$ cat src/sv/mwem_pkg.sv
`timescale 1ns / 1ps
// ----------------------------------------------------------------------------
// mwem_pkg
// Shared constants and types of the Microwire EEPROM master.
// ----------------------------------------------------------------------------
package mwem_pkg;

  localparam int ADDR_BITS  = 8;
  localparam int DATA_BITS  = 16;
  localparam int COUNT_BITS = ADDR_BITS + 1;
  localparam int HEAD_BITS  = 3 + ADDR_BITS;
  localparam int FRAME_BITS = HEAD_BITS + DATA_BITS;
  localparam int BC_W       = $clog2(FRAME_BITS + 1);

  localparam logic [2:0] ACT_TICK  = 3'd0;
  localparam logic [2:0] ACT_READ  = 3'd1;
  localparam logic [2:0] ACT_WRITE = 3'd2;
  localparam logic [2:0] ACT_WEN   = 3'd3;
  localparam logic [2:0] ACT_WDS   = 3'd4;
  localparam logic [2:0] ACT_WRAL  = 3'd5;

  localparam logic [1:0] OP_CTRL  = 2'b00;
  localparam logic [1:0] OP_WRITE = 2'b01;
  localparam logic [1:0] OP_READ  = 2'b10;

  typedef enum logic [3:0] {
    PH_IDLE  = 4'd0,
    PH_DUMMY = 4'd1,
    PH_FRAME = 4'd2,
    PH_READ  = 4'd3,
    PH_GAP   = 4'd4,
    PH_POLL  = 4'd5
  } phase_t;

  typedef struct packed {
    logic                 cs;
    logic                 sk;
    logic                 di;
    logic [DATA_BITS-1:0] word;
    logic                 valid;
    logic                 last;
    logic                 busy;
  } result_t;

endpackage

$ cat src/sv/microwire_eeprom_master_top.sv
`timescale 1ns / 1ps
// ----------------------------------------------------------------------------
// microwire_eeprom_master_top
// Microwire serial EEPROM master, one half period of SK per input word.
// ----------------------------------------------------------------------------
// Each accepted input word is one half-clock tick and yields one result word
// in the next cycle from the output register; a new tick is taken every cycle,
// also while a result waits, as long as the output register is empty or
// being drained in that cycle. The sequencer state advances once per tick.
module microwire_eeprom_master_top (
  input  logic                          clk,
  input  logic                          rst,
  input  logic                          in_valid,
  output logic                          in_ready,
  input  logic [2:0]                    action,
  input  logic [mwem_pkg::ADDR_BITS-1:0]  address,
  input  logic [mwem_pkg::DATA_BITS-1:0]  write_data,
  input  logic [mwem_pkg::COUNT_BITS-1:0] word_count,
  input  logic                          serial_data_in,
  output logic                          out_valid,
  input  logic                          out_ready,
  output logic                          chip_select,
  output logic                          serial_clock,
  output logic                          serial_data_out,
  output logic [mwem_pkg::DATA_BITS-1:0]  read_word,
  output logic                          word_valid,
  output logic                          last_word,
  output logic                          busy_res
);
  import mwem_pkg::*;

  logic    step;
  result_t result;
  result_t result_q;

  assign in_ready = !out_valid || out_ready;
  assign step     = in_valid && in_ready;

  mwem_fsm u_fsm (
    .clk            (clk),
    .rst            (rst),
    .step           (step),
    .action         (action),
    .address        (address),
    .write_data     (write_data),
    .word_count     (word_count),
    .serial_data_in (serial_data_in),
    .result         (result)
  );

  always_ff @(posedge clk) begin
    if (rst) begin
      out_valid <= 1'b0;
    end else if (in_ready) begin
      out_valid <= in_valid;
    end
  end

  always_ff @(posedge clk) begin
    if (step) begin
      result_q <= result;
    end
  end

  assign chip_select     = result_q.cs;
  assign serial_clock    = result_q.sk;
  assign serial_data_out = result_q.di;
  assign read_word       = result_q.word;
  assign word_valid      = result_q.valid;
  assign last_word       = result_q.last;
  assign busy_res        = result_q.busy;

endmodule

$ cat src/sv/mwem_fsm.sv
`timescale 1ns / 1ps
// ----------------------------------------------------------------------------
// mwem_fsm
// Serial sequencer: advances one half-clock tick per accepted word and
// forms the pin levels and read results of that tick.
// ----------------------------------------------------------------------------
module mwem_fsm (
  input  logic                          clk,
  input  logic                          rst,
  input  logic                          step,
  input  logic [2:0]                    action,
  input  logic [mwem_pkg::ADDR_BITS-1:0]  address,
  input  logic [mwem_pkg::DATA_BITS-1:0]  write_data,
  input  logic [mwem_pkg::COUNT_BITS-1:0] word_count,
  input  logic                          serial_data_in,
  output mwem_pkg::result_t             result
);
  import mwem_pkg::*;

  phase_t                phase, phase_next;
  logic [BC_W-1:0]       bit_counter, bit_counter_next;
  logic [FRAME_BITS-1:0] out_shift, out_shift_next;
  logic [DATA_BITS-1:0]  in_shift, in_shift_next;
  logic [COUNT_BITS-1:0] words_left, words_left_next;
  logic [2:0]            command, command_next;
  logic                  cs, cs_next, sk, sk_next, di, di_next;

  logic [1:0]            ld_op;
  logic [ADDR_BITS-1:0]  ld_addr;
  logic                  ld_data;
  logic [FRAME_BITS-1:0] ld_frame;
  logic [BC_W-1:0]       ld_len;
  logic [BC_W-1:0]       bc_dec;
  logic [DATA_BITS-1:0]  in_shifted;
  logic [COUNT_BITS-1:0] wl_dec;
  logic                  valid, last;
  logic [DATA_BITS-1:0]  word;

  function automatic logic frame_bit(input logic [FRAME_BITS-1:0] sh,
                                     input logic [BC_W-1:0] idx);
    logic b;
    b = 1'b0;
    if (idx != '0 && idx <= BC_W'(FRAME_BITS)) begin
      b = sh[idx - 1'b1];
    end
    return b;
  endfunction

  always_comb begin
    ld_op   = OP_CTRL;
    ld_addr = address;
    ld_data = 1'b0;
    unique case (action)
      ACT_READ: begin
        ld_op = OP_READ;
      end
      ACT_WRITE: begin
        ld_op   = OP_WRITE;
        ld_data = 1'b1;
      end
      ACT_WEN: begin
        ld_addr = '1;
      end
      ACT_WDS: begin
        ld_addr = '0;
      end
      default: begin
        ld_addr = {1'b0, {(ADDR_BITS-1){1'b1}}};
        ld_data = 1'b1;
      end
    endcase
    if (ld_data) begin
      ld_frame = {1'b1, ld_op, ld_addr, write_data};
      ld_len   = BC_W'(FRAME_BITS);
    end else begin
      ld_frame = {{DATA_BITS{1'b0}}, 1'b1, ld_op, ld_addr};
      ld_len   = BC_W'(HEAD_BITS);
    end
  end

  assign bc_dec     = (bit_counter != '0) ? bit_counter - 1'b1 : '0;
  assign in_shifted = {in_shift[DATA_BITS-2:0], serial_data_in};
  assign wl_dec     = (words_left != '0) ? words_left - 1'b1 : '0;

  always_comb begin
    phase_next       = phase;
    bit_counter_next = bit_counter;
    out_shift_next   = out_shift;
    in_shift_next    = in_shift;
    words_left_next  = words_left;
    command_next     = command;
    cs_next          = cs;
    sk_next          = sk;
    di_next          = di;
    unique case (phase)
      PH_IDLE: begin
        cs_next = 1'b0;
        sk_next = 1'b0;
        di_next = 1'b0;
        if (action >= ACT_READ && action <= ACT_WRAL) begin
          command_next     = action;
          out_shift_next   = ld_frame;
          bit_counter_next = ld_len;
          cs_next          = 1'b1;
          phase_next       = PH_DUMMY;
        end
      end
      PH_DUMMY: begin
        if (!sk) begin
          sk_next = 1'b1;
        end else begin
          sk_next    = 1'b0;
          di_next    = frame_bit(out_shift, bit_counter);
          phase_next = PH_FRAME;
        end
      end
      PH_FRAME: begin
        if (!sk) begin
          sk_next = 1'b1;
        end else begin
          sk_next          = 1'b0;
          bit_counter_next = bc_dec;
          if (bc_dec != '0) begin
            di_next = frame_bit(out_shift, bc_dec);
          end else begin
            di_next = 1'b0;
            if (command == ACT_READ) begin
              phase_next       = PH_READ;
              bit_counter_next = BC_W'(DATA_BITS);
              words_left_next  = (word_count == '0) ? COUNT_BITS'(1) : word_count;
              in_shift_next    = '0;
            end else if (command == ACT_WRITE || command == ACT_WRAL) begin
              cs_next    = 1'b0;
              phase_next = PH_GAP;
            end else begin
              cs_next    = 1'b0;
              phase_next = PH_IDLE;
            end
          end
        end
      end
      PH_READ: begin
        if (!sk) begin
          sk_next = 1'b1;
        end else begin
          sk_next          = 1'b0;
          in_shift_next    = in_shifted;
          bit_counter_next = bc_dec;
          if (bc_dec == '0) begin
            words_left_next = wl_dec;
            if (wl_dec == '0) begin
              cs_next    = 1'b0;
              phase_next = PH_IDLE;
            end else begin
              bit_counter_next = BC_W'(DATA_BITS);
            end
          end
        end
      end
      PH_GAP: begin
        cs_next    = 1'b1;
        sk_next    = 1'b0;
        di_next    = 1'b0;
        phase_next = PH_POLL;
      end
      PH_POLL: begin
        if (serial_data_in) begin
          cs_next    = 1'b0;
          phase_next = PH_IDLE;
        end
      end
      default: begin
        cs_next    = 1'b0;
        sk_next    = 1'b0;
        di_next    = 1'b0;
        phase_next = PH_IDLE;
      end
    endcase
  end

  always_comb begin
    valid = (phase == PH_READ) && sk && (bc_dec == '0);
    last  = valid && (wl_dec == '0);
    word  = valid ? in_shifted : '0;
  end

  assign result = '{cs:    cs_next,
                    sk:    sk_next,
                    di:    di_next,
                    word:  word,
                    valid: valid,
                    last:  last,
                    busy:  phase_next != PH_IDLE};

  always_ff @(posedge clk) begin
    if (rst) begin
      phase       <= PH_IDLE;
      bit_counter <= '0;
      out_shift   <= '0;
      in_shift    <= '0;
      words_left  <= '0;
      command     <= ACT_TICK;
      cs          <= 1'b0;
      sk          <= 1'b0;
      di          <= 1'b0;
    end else if (step) begin
      phase       <= phase_next;
      bit_counter <= bit_counter_next;
      out_shift   <= out_shift_next;
      in_shift    <= in_shift_next;
      words_left  <= words_left_next;
      command     <= command_next;
      cs          <= cs_next;
      sk          <= sk_next;
      di          <= di_next;
    end
  end

  a_idle_pins_low: assert property (@(posedge clk) disable iff (rst)
    phase == PH_IDLE |-> (!cs && !sk && !di))
    else $error("pins not low in idle");

  a_cs_held: assert property (@(posedge clk) disable iff (rst)
    (phase == PH_DUMMY || phase == PH_FRAME || phase == PH_READ || phase == PH_POLL)
      |-> cs)
    else $error("chip select low during command");

  a_gap_cs_low: assert property (@(posedge clk) disable iff (rst)
    phase == PH_GAP |-> !cs)
    else $error("chip select high in gap");

  a_start: assert property (@(posedge clk) disable iff (rst)
    (step && phase == PH_IDLE && action >= ACT_READ && action <= ACT_WRAL)
      |=> (phase == PH_DUMMY && cs))
    else $error("command not started");

  a_counter_range: assert property (@(posedge clk) disable iff (rst)
    bit_counter <= BC_W'(FRAME_BITS))
    else $error("bit counter out of range");

endmodule

$ cat config.mk
export PLATFORM = sky130hd
export DESIGN_NAME = microwire_eeprom_master_top
export DESIGN_NICKNAME = d
export VERILOG_FILES = /design/src/sv/mwem_pkg.sv /design/src/sv/microwire_eeprom_master_top.sv /design/src/sv/mwem_fsm.sv
export SDC_FILE = /design/constraint.sdc
export NUM_CORES = 1
export LEC_CHECK = 0
export ABC_AREA = 1
export BUFFER_PORTS_ARGS = -buffer_cell sky130_fd_sc_hd__buf_2
export CORE_ASPECT_RATIO = 1.75
export CORE_MARGIN = 3
export CORE_UTILIZATION = 53
export DETAILED_ROUTE_END_ITERATION = 7
export MAX_ROUTING_LAYER = met4
export PLACE_DENSITY = 0.89
export SLEW_MARGIN = 20
export SYNTH_ARGS = -nofsm -noshare
export SYNTH_HDL_FRONTEND = slang
export SYNTH_SLANG_ARGS = --single-unit
$ cat constraint.sdc
create_clock -name clk -period 3.08 [get_ports clk]
set_clock_uncertainty 0.15 [all_clocks]
set_input_delay 0.616 -clock clk [delete_from_list [all_inputs] [get_ports clk]]
set_output_delay 0.616 -clock clk [all_outputs]
set_load 0.02 [all_outputs]
==> results.yml, run 1 <==
status:
  status: "finished, final reports clean"
synth:
  yosysTopAreaCell: "dfxtp_1"
  ys_seq_area_share_pct: 40.05
  syn-num-nets: 735
  synth-seq-cells: 89
  syn_area_sq_um: 4999
  yosys_warnings: 0
  synth_area_leaders: "dfxtp_1 (27%), edfxtp_1 (13%), nand2_1 (11%), a21oi_1 (7.5%), nand3_1 (5.6%)"
  netlist.area_leader.share_pct: 26.83
  synth_cells: 689
  postSynthAreaPerCell_sq_um: 7.255
  synth_cell_types: 51
route:
  topRoutingLayerUsed: "met4"
  route.met3.wl_um: 595
  finalWirelength_mm: 14.49
  avgRoutedWirePerCell_um: 16.67
  met1_length_mm: 5.220
  vias: 4959
  drt_iter0_drc: 339
  ant_nets: 0
  drt_pass1_iterations: 5
  wl_met2_mm: 7.577
  viasPerCell: 5.707
  drcViolationCount: 0
setup_path:
  critPathKind: "register to register"
  crit_required_ps: 3020
  crit_chain: "inv_1 > ha_1 > nand3_4 > nand2_1 > ha_1 > inv_1 > nand3_1 > nand2_1 > nand2_1 > nand2_1 > nand2_1 > nand3_1 > nand2_1 > nand2_1 > nand2_1 > nand2_1 > nand2_1"
  end_kind: "register"
  reg2reg_depth: 17
  startpoint: "u_fsm.bit_counter[1]"
  arrival_ps: 2630
  critPathMaxFanout: 8
  rrSetupSlack_ps: 390
  cp_common_cell: "nand2_1"
  regToRegEndpoint: "serial_data_out"
  slowest_stage: "ha_1"
  r2r-start: "u_fsm.bit_counter[1]"
  start_kind: "register"
  cpPeakStageDelay_ps: 410
timing:
  rsz0062_at_grt: "false"
  relSlewSlack_pct: 41.27
  finalHoldViolations: 0
  setup_tns_ps: 0
  min_period_over_period_pct: 87.34
  finalWorstSetupSlack_ps: 390.0
  fmax_mhz: 371.7
  setup_viol: 0
  slew_violations: 0
  worst_pin_slew_ps: 880.0
  post-route-min-period_ps: 2690
worst_hold_path:
  min_from: "u_fsm.command[1]"
  hold_path.class: "register to register"
  hold-path-cell-count: 2
  min_to: "u_fsm.command[1]"
final_layout:
  n_fill_cell: 820
  drive_above_1_share_pct: 18.56
  seq_area_sq_um: 2002
  final_nets: 790
  multi_input_area_sq_um: 2509
  n_antenna_cell: 0
  syn_to_final_growth_pct: 13.27
floorplan:
  fp.coreArea_sq_um: 9151
  die_h_um: 134.5
  std_cell_rows: 46
  die_w_um: 79.41
  initial_utilization_pct: 54.62
  io_pins: 65
  fp.dieArea_sq_um: 10680
pwr:
  leakagePower_uw: 0.002437
  p_total_uw: 3403
  irDropWorstVdd_mv: 0.3676
  power.density_nw_per_um2: 601.1
clock_tree:
  clock_path_buffers: 2
  clk_root_buffer_cell: "clkbuf_16"
  cts_tree: "done"
  cts_buffers: 9
  clk_latency_ps: 350
  cts_setup_buffers: 0
  hold_buffers: 0
  ctsResizeCount: 0
  clkSlewWorstSetupHoldPaths_ps: 70
  cts_sinks: 89
  htree_levels: 3
grt:
  antenna_found_initial: 0
  grt_max_degree: 41
  gr-total-overflow: 0
  grt_pass1_vias: 4951
  grt_pass1_wl_mm: 23.78
  grt_use_total_pct: 29.50
placement:
  place_hpwl_mm: 10.70
  gp_congestion: 0.9977
  pre_cts_slack_ps: 415.3
  io_buffers: 64
flow_run:
  drv_cap: 0
[cell usage after synthesis, drive strengths merged]
| master | count |
|---|---|
| nand2 | 160 |
| a21oi | 82 |
| inv | 74 |
| nor2 | 68 |
| dfxtp | 67 |
| nand3 | 59 |
| o21ai | 46 |
| edfxtp | 22 |
| buf | 18 |
| nor3 | 17 |
| clkbuf | 15 |
| a2bb2oi | 7 |
| or2 | 7 |
| a31oi | 5 |
| ha | 5 |
| nand4 | 5 |
| a211oi | 4 |
| o211ai | 4 |
| xor2 | 4 |
| a22oi | 3 |
| clkinv | 2 |
| nand3b | 2 |
| nor4 | 2 |
| o22ai | 2 |
| a221oi | 1 |
| a22o | 1 |
| a32oi | 1 |
| nor3b | 1 |
| o211a | 1 |
| o21a | 1 |
| o221a | 1 |
| o31ai | 1 |
| xnor2 | 1 |
[critical path: cells and delay by family (launching register included)]
kind / cells / cell delay (ps)
flops: 1 / 380
buf+inv: 2 / 320
fa+ha+maj: 2 / 680
simple gates: 13 / 890
[where the power goes]
group / internal [uW] / switching [uW] / leakage [uW] / total, uW
Combinational: 330 / 657 / 0.00153 / 987
Clock: 636 / 468 / 0.000145 / 1100
Sequential: 1260 / 51.7 / 0.000767 / 1310
Total: 2230 / 1180 / 0.00244 / 3400
[worst max path at each step]
stage	to	slack, ps
floorplan	serial_data_out	40
global route	u_fsm.di	160
detailed placement	u_fsm.phase[1]	420
finish	serial_data_out	390
CTS	u_fsm.phase[1]	400
global placement	u_fsm.in_shift[3]	540
[kinds of logic after synthesis]
kind of cell / share of synthesized area, %
simple gates: 29.21
compound gates: 18.70
buf+inv: 9.762
flops: 40.05
xor+xnor: 1.026
fa+ha+maj: 1.252
[routing by layer]
metal	global-route usage (%)	vias up
met1	29.22	2274
met4	20.75	0
met5	-	-
met2	50.84	195
li1	-	2410
met3	5.674	80
[flip-flops by register name (all words and copies together), names as in the netlist]
name               cells
u_fsm.command          3
u_fsm.words_left       9
out_valid              1
last_word              1
read_word             16
busy_res               1
serial_data_out        1
u_fsm.cs               1
u_fsm.out_shift       27
u_fsm.sk               1
u_fsm.bit_counter      5
chip_select            1
u_fsm.di               1
u_fsm.phase            4
serial_clock           1
u_fsm.in_shift        15
word_valid             1
[layout by cell type, fill, tap and decap left out, types with 5 or more instances in the layout]
| cell | instances |
|---|---|
| a21oi_1 | 75 |
| a21oi_2 | 7 |
| a2bb2oi_1 | 7 |
| a31oi_1 | 5 |
| buf_2 | 64 |
| buf_4 | 13 |
| clkbuf_16 | 9 |
| dfxtp_1 | 67 |
| edfxtp_1 | 22 |
| ha_1 | 5 |
| inv_1 | 61 |
| inv_2 | 12 |
| nand2_1 | 152 |
| nand2_2 | 5 |
| nand3_1 | 56 |
| nand4_1 | 5 |
| nor2_1 | 62 |
| nor3_1 | 17 |
| o21ai_0 | 36 |
| o21ai_1 | 10 |
| or2_2 | 6 |
[final cells by class]
| class | instances | area share [%] |
|---|---|---|
| Clock buffer | 11 | 4.110 |
| Sequential cell | 89 | 35.36 |
| Tap cell | 120 | 2.652 |
| Clock inverter | 5 | 1.105 |
| Timing Repair Buffer | 77 | 7.381 |
| Inverter | 76 | 5.083 |
| Multi-Input combinational cell | 491 | 44.31 |
[stage by stage]
step	utilization (%)	area (sq um)	cells	hold slack (ps)
after floorplan	-	4999	689	289.2
after global placement	58.64	5366	853	308.4
after detailed placement	58.64	5366	853	320.6
after CTS	61.87	5662	869	331.7
after global routing	61.87	5662	869	356.3
final	61.87	5662	869	335.7
Note: power is estimated with default switching activity, not from simulation.
==> run 2: changes to the inputs <==
- CORE_UTILIZATION: 53 -> 25
- PLACE_DENSITY: 0.89 -> 0.54
==> run 2 against run 1 <==
  * Die area increased by 100%
  * Clock power increased by 9%
  * Total power increased by 2.9%
  * Via count decreased by 4.5%
  * Routed wire length increased by 0.55%
  * Flip-flop and latch count unchanged
  * Global-route usage decreased by 15 points
  * Clock-buffer cell count decreased by 1
  * Combinational power increased by 1%
  * Hold slack got worse by 6.7 ps
==> results.yml, run 2 (synthesized netlist as in run 1, its figures left out) <==
status:
  status: "finished, final reports clean"
clock_tree:
  htree_levels: 3
  cts_setup_buffers: 0
  clk_root_buffer_cell: "clkbuf_16"
  clkSlewWorstSetupHoldPaths_ps: 70
  hold_buffers: 0
  clock_path_buffers: 2
  cts_sinks: 89
  ctsResizeCount: 0
  cts_tree: "done"
  clk_latency_ps: 350
  cts_buffers: 9
pwr:
  irDropWorstVdd_mv: 0.2821
  power.density_nw_per_um2: 597.8
  leakagePower_uw: 0.002456
setup_path:
  critPathMaxFanout: 8
  end_kind: "register"
  start_kind: "register"
  rrSetupSlack_ps: 340
  crit_required_ps: 3040
  arrival_ps: 2700
  critPathKind: "register to register"
  slowest_stage: "ha_1"
  cp_common_cell: "nand2_1"
  crit_family: "simple AND/OR/NAND/NOR gates"
  cpPeakStageDelay_ps: 440
  crit_chain: "inv_1 > ha_1 > nand3_4 > nand2_1 > ha_1 > inv_1 > nand3_1 > nand2_1 > nand2_1 > nand2_1 > nand2_1 > nand3_1 > nand2_1 > nand2_1 > nand2_1 > nand2_1 > nand2_1"
  critPathBufInv: 2
route:
  ant_nets: 0
  drt_pass1_iterations: 5
  drt_iter0_drc: 258
  vias: 4737
  drcViolationCount: 0
  finalWirelength_mm: 14.57
  avgRoutedWirePerCell_um: 14.70
  viasPerCell: 4.780
final_layout:
  final_cells: 991
  syn_to_final_growth_pct: 17.20
  drive_above_1_share_pct: 19.07
  final_cell_mix: "nand2_1 (152), a21oi_1 (75), dfxtp_1 (67)"
  largest_register_ffs: 27
  mostFrequentLayoutCell: "nand2_1"
  final_area_sq_um: 5858
  n_antenna_cell: 0
  top_register: "u_fsm.out_shift"
  final_nets: 791
placement:
  place_area_sq_um: 5525
  io_buffers: 64
  dp.cells: 975
  gp_congestion: 0.8632
  place_hpwl_mm: 11.17
floorplan:
  initial_utilization_pct: 25.81
  die_h_um: 193.1
  std_cell_rows: 67
  io_pins: 65
  fp.coreArea_sq_um: 19360
  fp.dieArea_sq_um: 21790
  die_w_um: 112.9
grt:
  grt_pass1_vias: 4878
  grt_pass1_wl_mm: 23.70
  gr-total-overflow: 0
  grt_max_degree: 41
  grt_use_total_pct: 14.29
  antenna_found_initial: 0
timing:
  rsz0062_at_grt: "false"
  slew_violations: 0
  setup_viol: 0
  finalHoldViolations: 0
  worst_pin_slew_ps: 906.0
  post-route-min-period_ps: 2740
  relSlewSlack_pct: 39.53
  setup_tns_ps: 0
  fmax_mhz: 364.9
  min_period_over_period_pct: 88.97
worst_hold_path:
  hold_path.class: "register to register"
flow_run:
  drv_cap: 0
run 2: area by class of cell:
cell class	instances	area [sq um]
clock buffers	10	250.2
fillers	2110	13510
flip-flops and latches	89	2002
well taps	241	301.5
multi-input cells	491	2511
clock inverters	6	80.08
repair buffers	78	425.4
inverters	76	287.8
run 2: stage by stage:
step	hold slack [ps]	util, %	setup WS (ps)	total power [uW]
after detailed placement	315.8	28.53	337.0	2330
final	329.0	30.25	339.6	3502
after floorplan	289.2	-	39.15	2055
after global placement	311.1	28.53	344.0	2332
after global routing	349.0	30.25	59.68	3722
after CTS	326.3	30.24	329.5	3544
run 2: per-layer routing:
layer / GRT usage (%) / vias to the layer above / share of wire [%]
li1: - / 2413 / -
met2: 26.28 / 104 / 55
met4: 9.116 / 0 / 5.1
met1: 13.78 / 2170 / 37
met3: 2.186 / 50 / 2.9
met5: - / - / 0
run 2: worst paths after layout:
kind	startpoint	to	cells after the start
hold reg to reg	u_fsm.out_shift[10]	u_fsm.out_shift[10]	2
setup / recovery	u_fsm.bit_counter[1]	serial_data_out	17
hold / removal	u_fsm.out_shift[10]	u_fsm.out_shift[10]	2
setup reg to reg	u_fsm.bit_counter[1]	serial_data_out	17
run 2: worst register-to-register path, cell delays in order (launching register included):
cell	delay [ps]
dfxtp_1	370
inv_1	80
ha_1	260
nand3_4	170
nand2_1	100
ha_1	440
inv_1	220
nand3_1	120
nand2_1	80
nand2_1	40
nand2_1	60
nand2_1	40
nand3_1	60
nand2_1	50
nand2_1	80
nand2_1	50
nand2_1	70
nand2_1	50
run 2: report_power, final:
group          internal (uW)  leakage, uW  total, uW  switching, uW
Combinational            334      0.00153        998            665
Clock                    694     0.000158       1200            505
Sequential              1260     0.000767       1300           44.8
Total                   2290      0.00246       3500           1210
==> run 3: changes to the inputs <==
- ABC_AREA: 1 -> 0
- PLACE_DENSITY: 0.54 -> 0.55
==> run 3 against run 2 <==
  * Final cell count decreased by 14%
  * Synthesized cell count fell by 19%
  * Maximum frequency down 6.4%
  * Core utilization increased by 0.82 points
  * Via count shrank 11%
  * Flip-flop and latch count is the same
  * Largest cell class unchanged
  * Largest power group unchanged
==> results.yml, run 3 <==
floorplan:
  fp.dieArea_sq_um: 20590
  die_w_um: 109.8
  fp.coreArea_sq_um: 18300
  io_pins: 65
  initial_utilization_pct: 25.74
  die_h_um: 187.6
  std_cell_rows: 65
route:
  ant_nets: 0
  viasPerCell: 4.910
  finalWirelength_mm: 12.25
  drt_pass1_iterations: 4
  avgRoutedWirePerCell_um: 14.30
  drt_iter0_drc: 202
  vias: 4208
  drcViolationCount: 0
timing:
  setup_viol: 0
  post-route-min-period_ps: 2927
  hold_slack_ps: 298.2
  setup_tns_ps: 0
  min_period_over_period_pct: 95.02
  relSlewSlack_pct: 56.76
  slew_violations: 0
  fmax_mhz: 341.7
  finalHoldViolations: 0
  worst_pin_slew_ps: 648.6
worst_hold_path:
  hold_path.class: "register to register"
  hold-path-cell-count: 2
  min_from: "u_fsm.in_shift[14]"
  min_to: "u_fsm.in_shift[14]"
setup_path:
  start_kind: "register"
  rrSetupSlack_ps: 150
  reg2reg_depth: 11
  critPathMaxFanout: 7
  critPathKind: "register to register"
  end_kind: "register"
  regToRegEndpoint: "u_fsm.di"
  r2r-start: "u_fsm.bit_counter[1]"
  arrival_ps: 2970
  crit_required_ps: 3130
grt:
  grtUsageMet1_pct: 13.66
  grt_pass1_wl_mm: 20.10
  gr-total-overflow: 0
  antenna_found_initial: 0
  grtUsageMet3_pct: 1.826
  grt_max_degree: 38
  globalRouteMet2Util_pct: 21.98
  top_usage_layer: "met2"
  grt_pass1_vias: 4054
  grt_use_total_pct: 12.56
clock_tree:
  clk_latency_ps: 340
  clkSlewWorstSetupHoldPaths_ps: 60
  clk_root_buffer_cell: "clkbuf_16"
  hold_buffers: 0
  cts_buffers: 9
  htree_levels: 3
  cts_sinks: 89
  cts_tree: "done"
  clock_path_buffers: 2
synth:
  synthMostInstantiatedCell: "nand2_1"
  synth_area_leaders: "dfxtp_1 (28%), edfxtp_1 (14%), a21oi_1 (6.5%), mux4_2 (5.7%), nand2_1 (5.5%)"
  synth_cells: 557
  synth-seq-cells: 89
  synth_edf_count: 22
  postSynthAreaPerCell_sq_um: 8.455
  synth_ff_type: "dfxtp_1"
  netlist.area_leader.share_pct: 28.48
  netlist_top_cells_count: "nand2_1 (69), dfxtp_1 (67), a21oi_1 (61)"
  syn-num-nets: 603
  async_flop_share_pct: 0
  synth_cell_types: 55
  syn_area_sq_um: 4710
  yosysTopAreaCell: "dfxtp_1"
  ys_seq_area_share_pct: 42.51
  yosys_warnings: 0
final_layout:
  mostFrequentLayoutCell: "nand2_1"
  final_area_sq_um: 5685
  largest_register_ffs: 27
  syn_to_final_growth_pct: 20.72
  n_antenna_cell: 0
  drive_above_1_share_pct: 21.67
  top_register: "u_fsm.out_shift"
  final_cell_mix: "nand2_1 (68), dfxtp_1 (66), buf_2 (64)"
  final_nets: 664
pwr:
  power.density_nw_per_um2: 508.9
  leakagePower_uw: 0.002170
  p_total_uw: 2893
  irDropWorstVdd_mv: 0.1992
placement:
  gp_congestion: 0.8589
  place_area_sq_um: 5353
  place_hpwl_mm: 9.108
  io_buffers: 64
status:
  status: "finished, final reports clean"
flow_run:
  drv_cap: 0
[run 3: cell count changes after synthesis, moves of 11 or more]
cell	delta
nand4_1	+11
inv_2	-12
inv_1	-46
and3_1	+18
nand2_1	-83
nand3_1	-41
mux4_2	+12
a21oi_1	-14
clkbuf_1	+21
a211oi_1	+15
nand2b_1	+11
[run 3: how the worst max path moves through the flow]
stage                                     from         endpoint  slack [ps]  cells after the start
after floorplan           u_fsm.bit_counter[0]  serial_data_out           5                     14
after global placement    u_fsm.bit_counter[0]         u_fsm.di          40                     11
after detailed placement  u_fsm.bit_counter[0]         u_fsm.di          -7                     11
after CTS                 u_fsm.bit_counter[0]         u_fsm.di          20                     11
after global routing      u_fsm.bit_counter[1]  serial_data_out        -0.8                     12
final                     u_fsm.bit_counter[1]         u_fsm.di         150                     11
[run 3: per-layer routing]
metal / wire, um / vias up
met3: 420 / 26
met2: 6650 / 81
li1: - / 2155
met1: 4807 / 1946
met4: 375 / 0
met5: 0 / -
[run 3: cell families (layout without fill, tap and decap cells)]
logic type / count (synthesis) / in the layout / share of synthesized area, %
simple gates: 238 / 238 / 24.44
buf+inv: 53 / 119 / 4.304
xor+xnor: 4 / 4 / 0.7440
compound gates: 146 / 146 / 18.81
flops: 89 / 89 / 42.51
mux: 22 / 22 / 7.864
fa+ha+maj: 5 / 5 / 1.328
[run 3: through the flow]
stage | utilization (%) | instances | setup WS, ps
5_1_grt | 31.07 | 857 | -0.8085
3_5_place_dp | 29.25 | 837 | -7.282
6_report | 31.07 | 857 | 153.5
4_1_cts | 30.74 | 853 | 21.42
2_1_floorplan | - | 557 | 4.856
3_3_place_gp | 29.25 | 837 | 35.50
[run 3: layout make-up]
class | instances | area (sq um)
repair buffers | 87 | 493.0
inverters | 16 | 62.56
multi-input cells | 415 | 2562
flip-flops and latches | 89 | 2003
well taps | 234 | 292.8
clock buffers | 9 | 225.2
clock inverters | 7 | 46.29
fillers | 2000 | 12610
[run 3: repair_timing]
action                                  in CTS  in global routing
endpoints found under the setup margin       1                 30
pin swaps                                    0                  3
hold endpoints to repair                     0                  0
buffers inserted                             0                  4
gates resized for setup                      1                  7
[run 3: power breakdown]
part | internal (uW) | leakage [uW] | total, uW | switching (uW)
Clock | 545 | 0.000129 | 1010 | 465
Sequential | 1250 | 0.000763 | 1280 | 32.1
Combinational | 253 | 0.00128 | 603 | 349
[run 3: critical path: stages, from the launching register on]
cell and delay (ps):
dfxtp_1 310, inv_1 110, ha_4 170, nor4b_4 320
or2_4 210, ha_1 250, buf_4 180, mux4_2 300
mux2i_1 190, o32ai_2 120, a2111oi_2 390, nor4_1 90
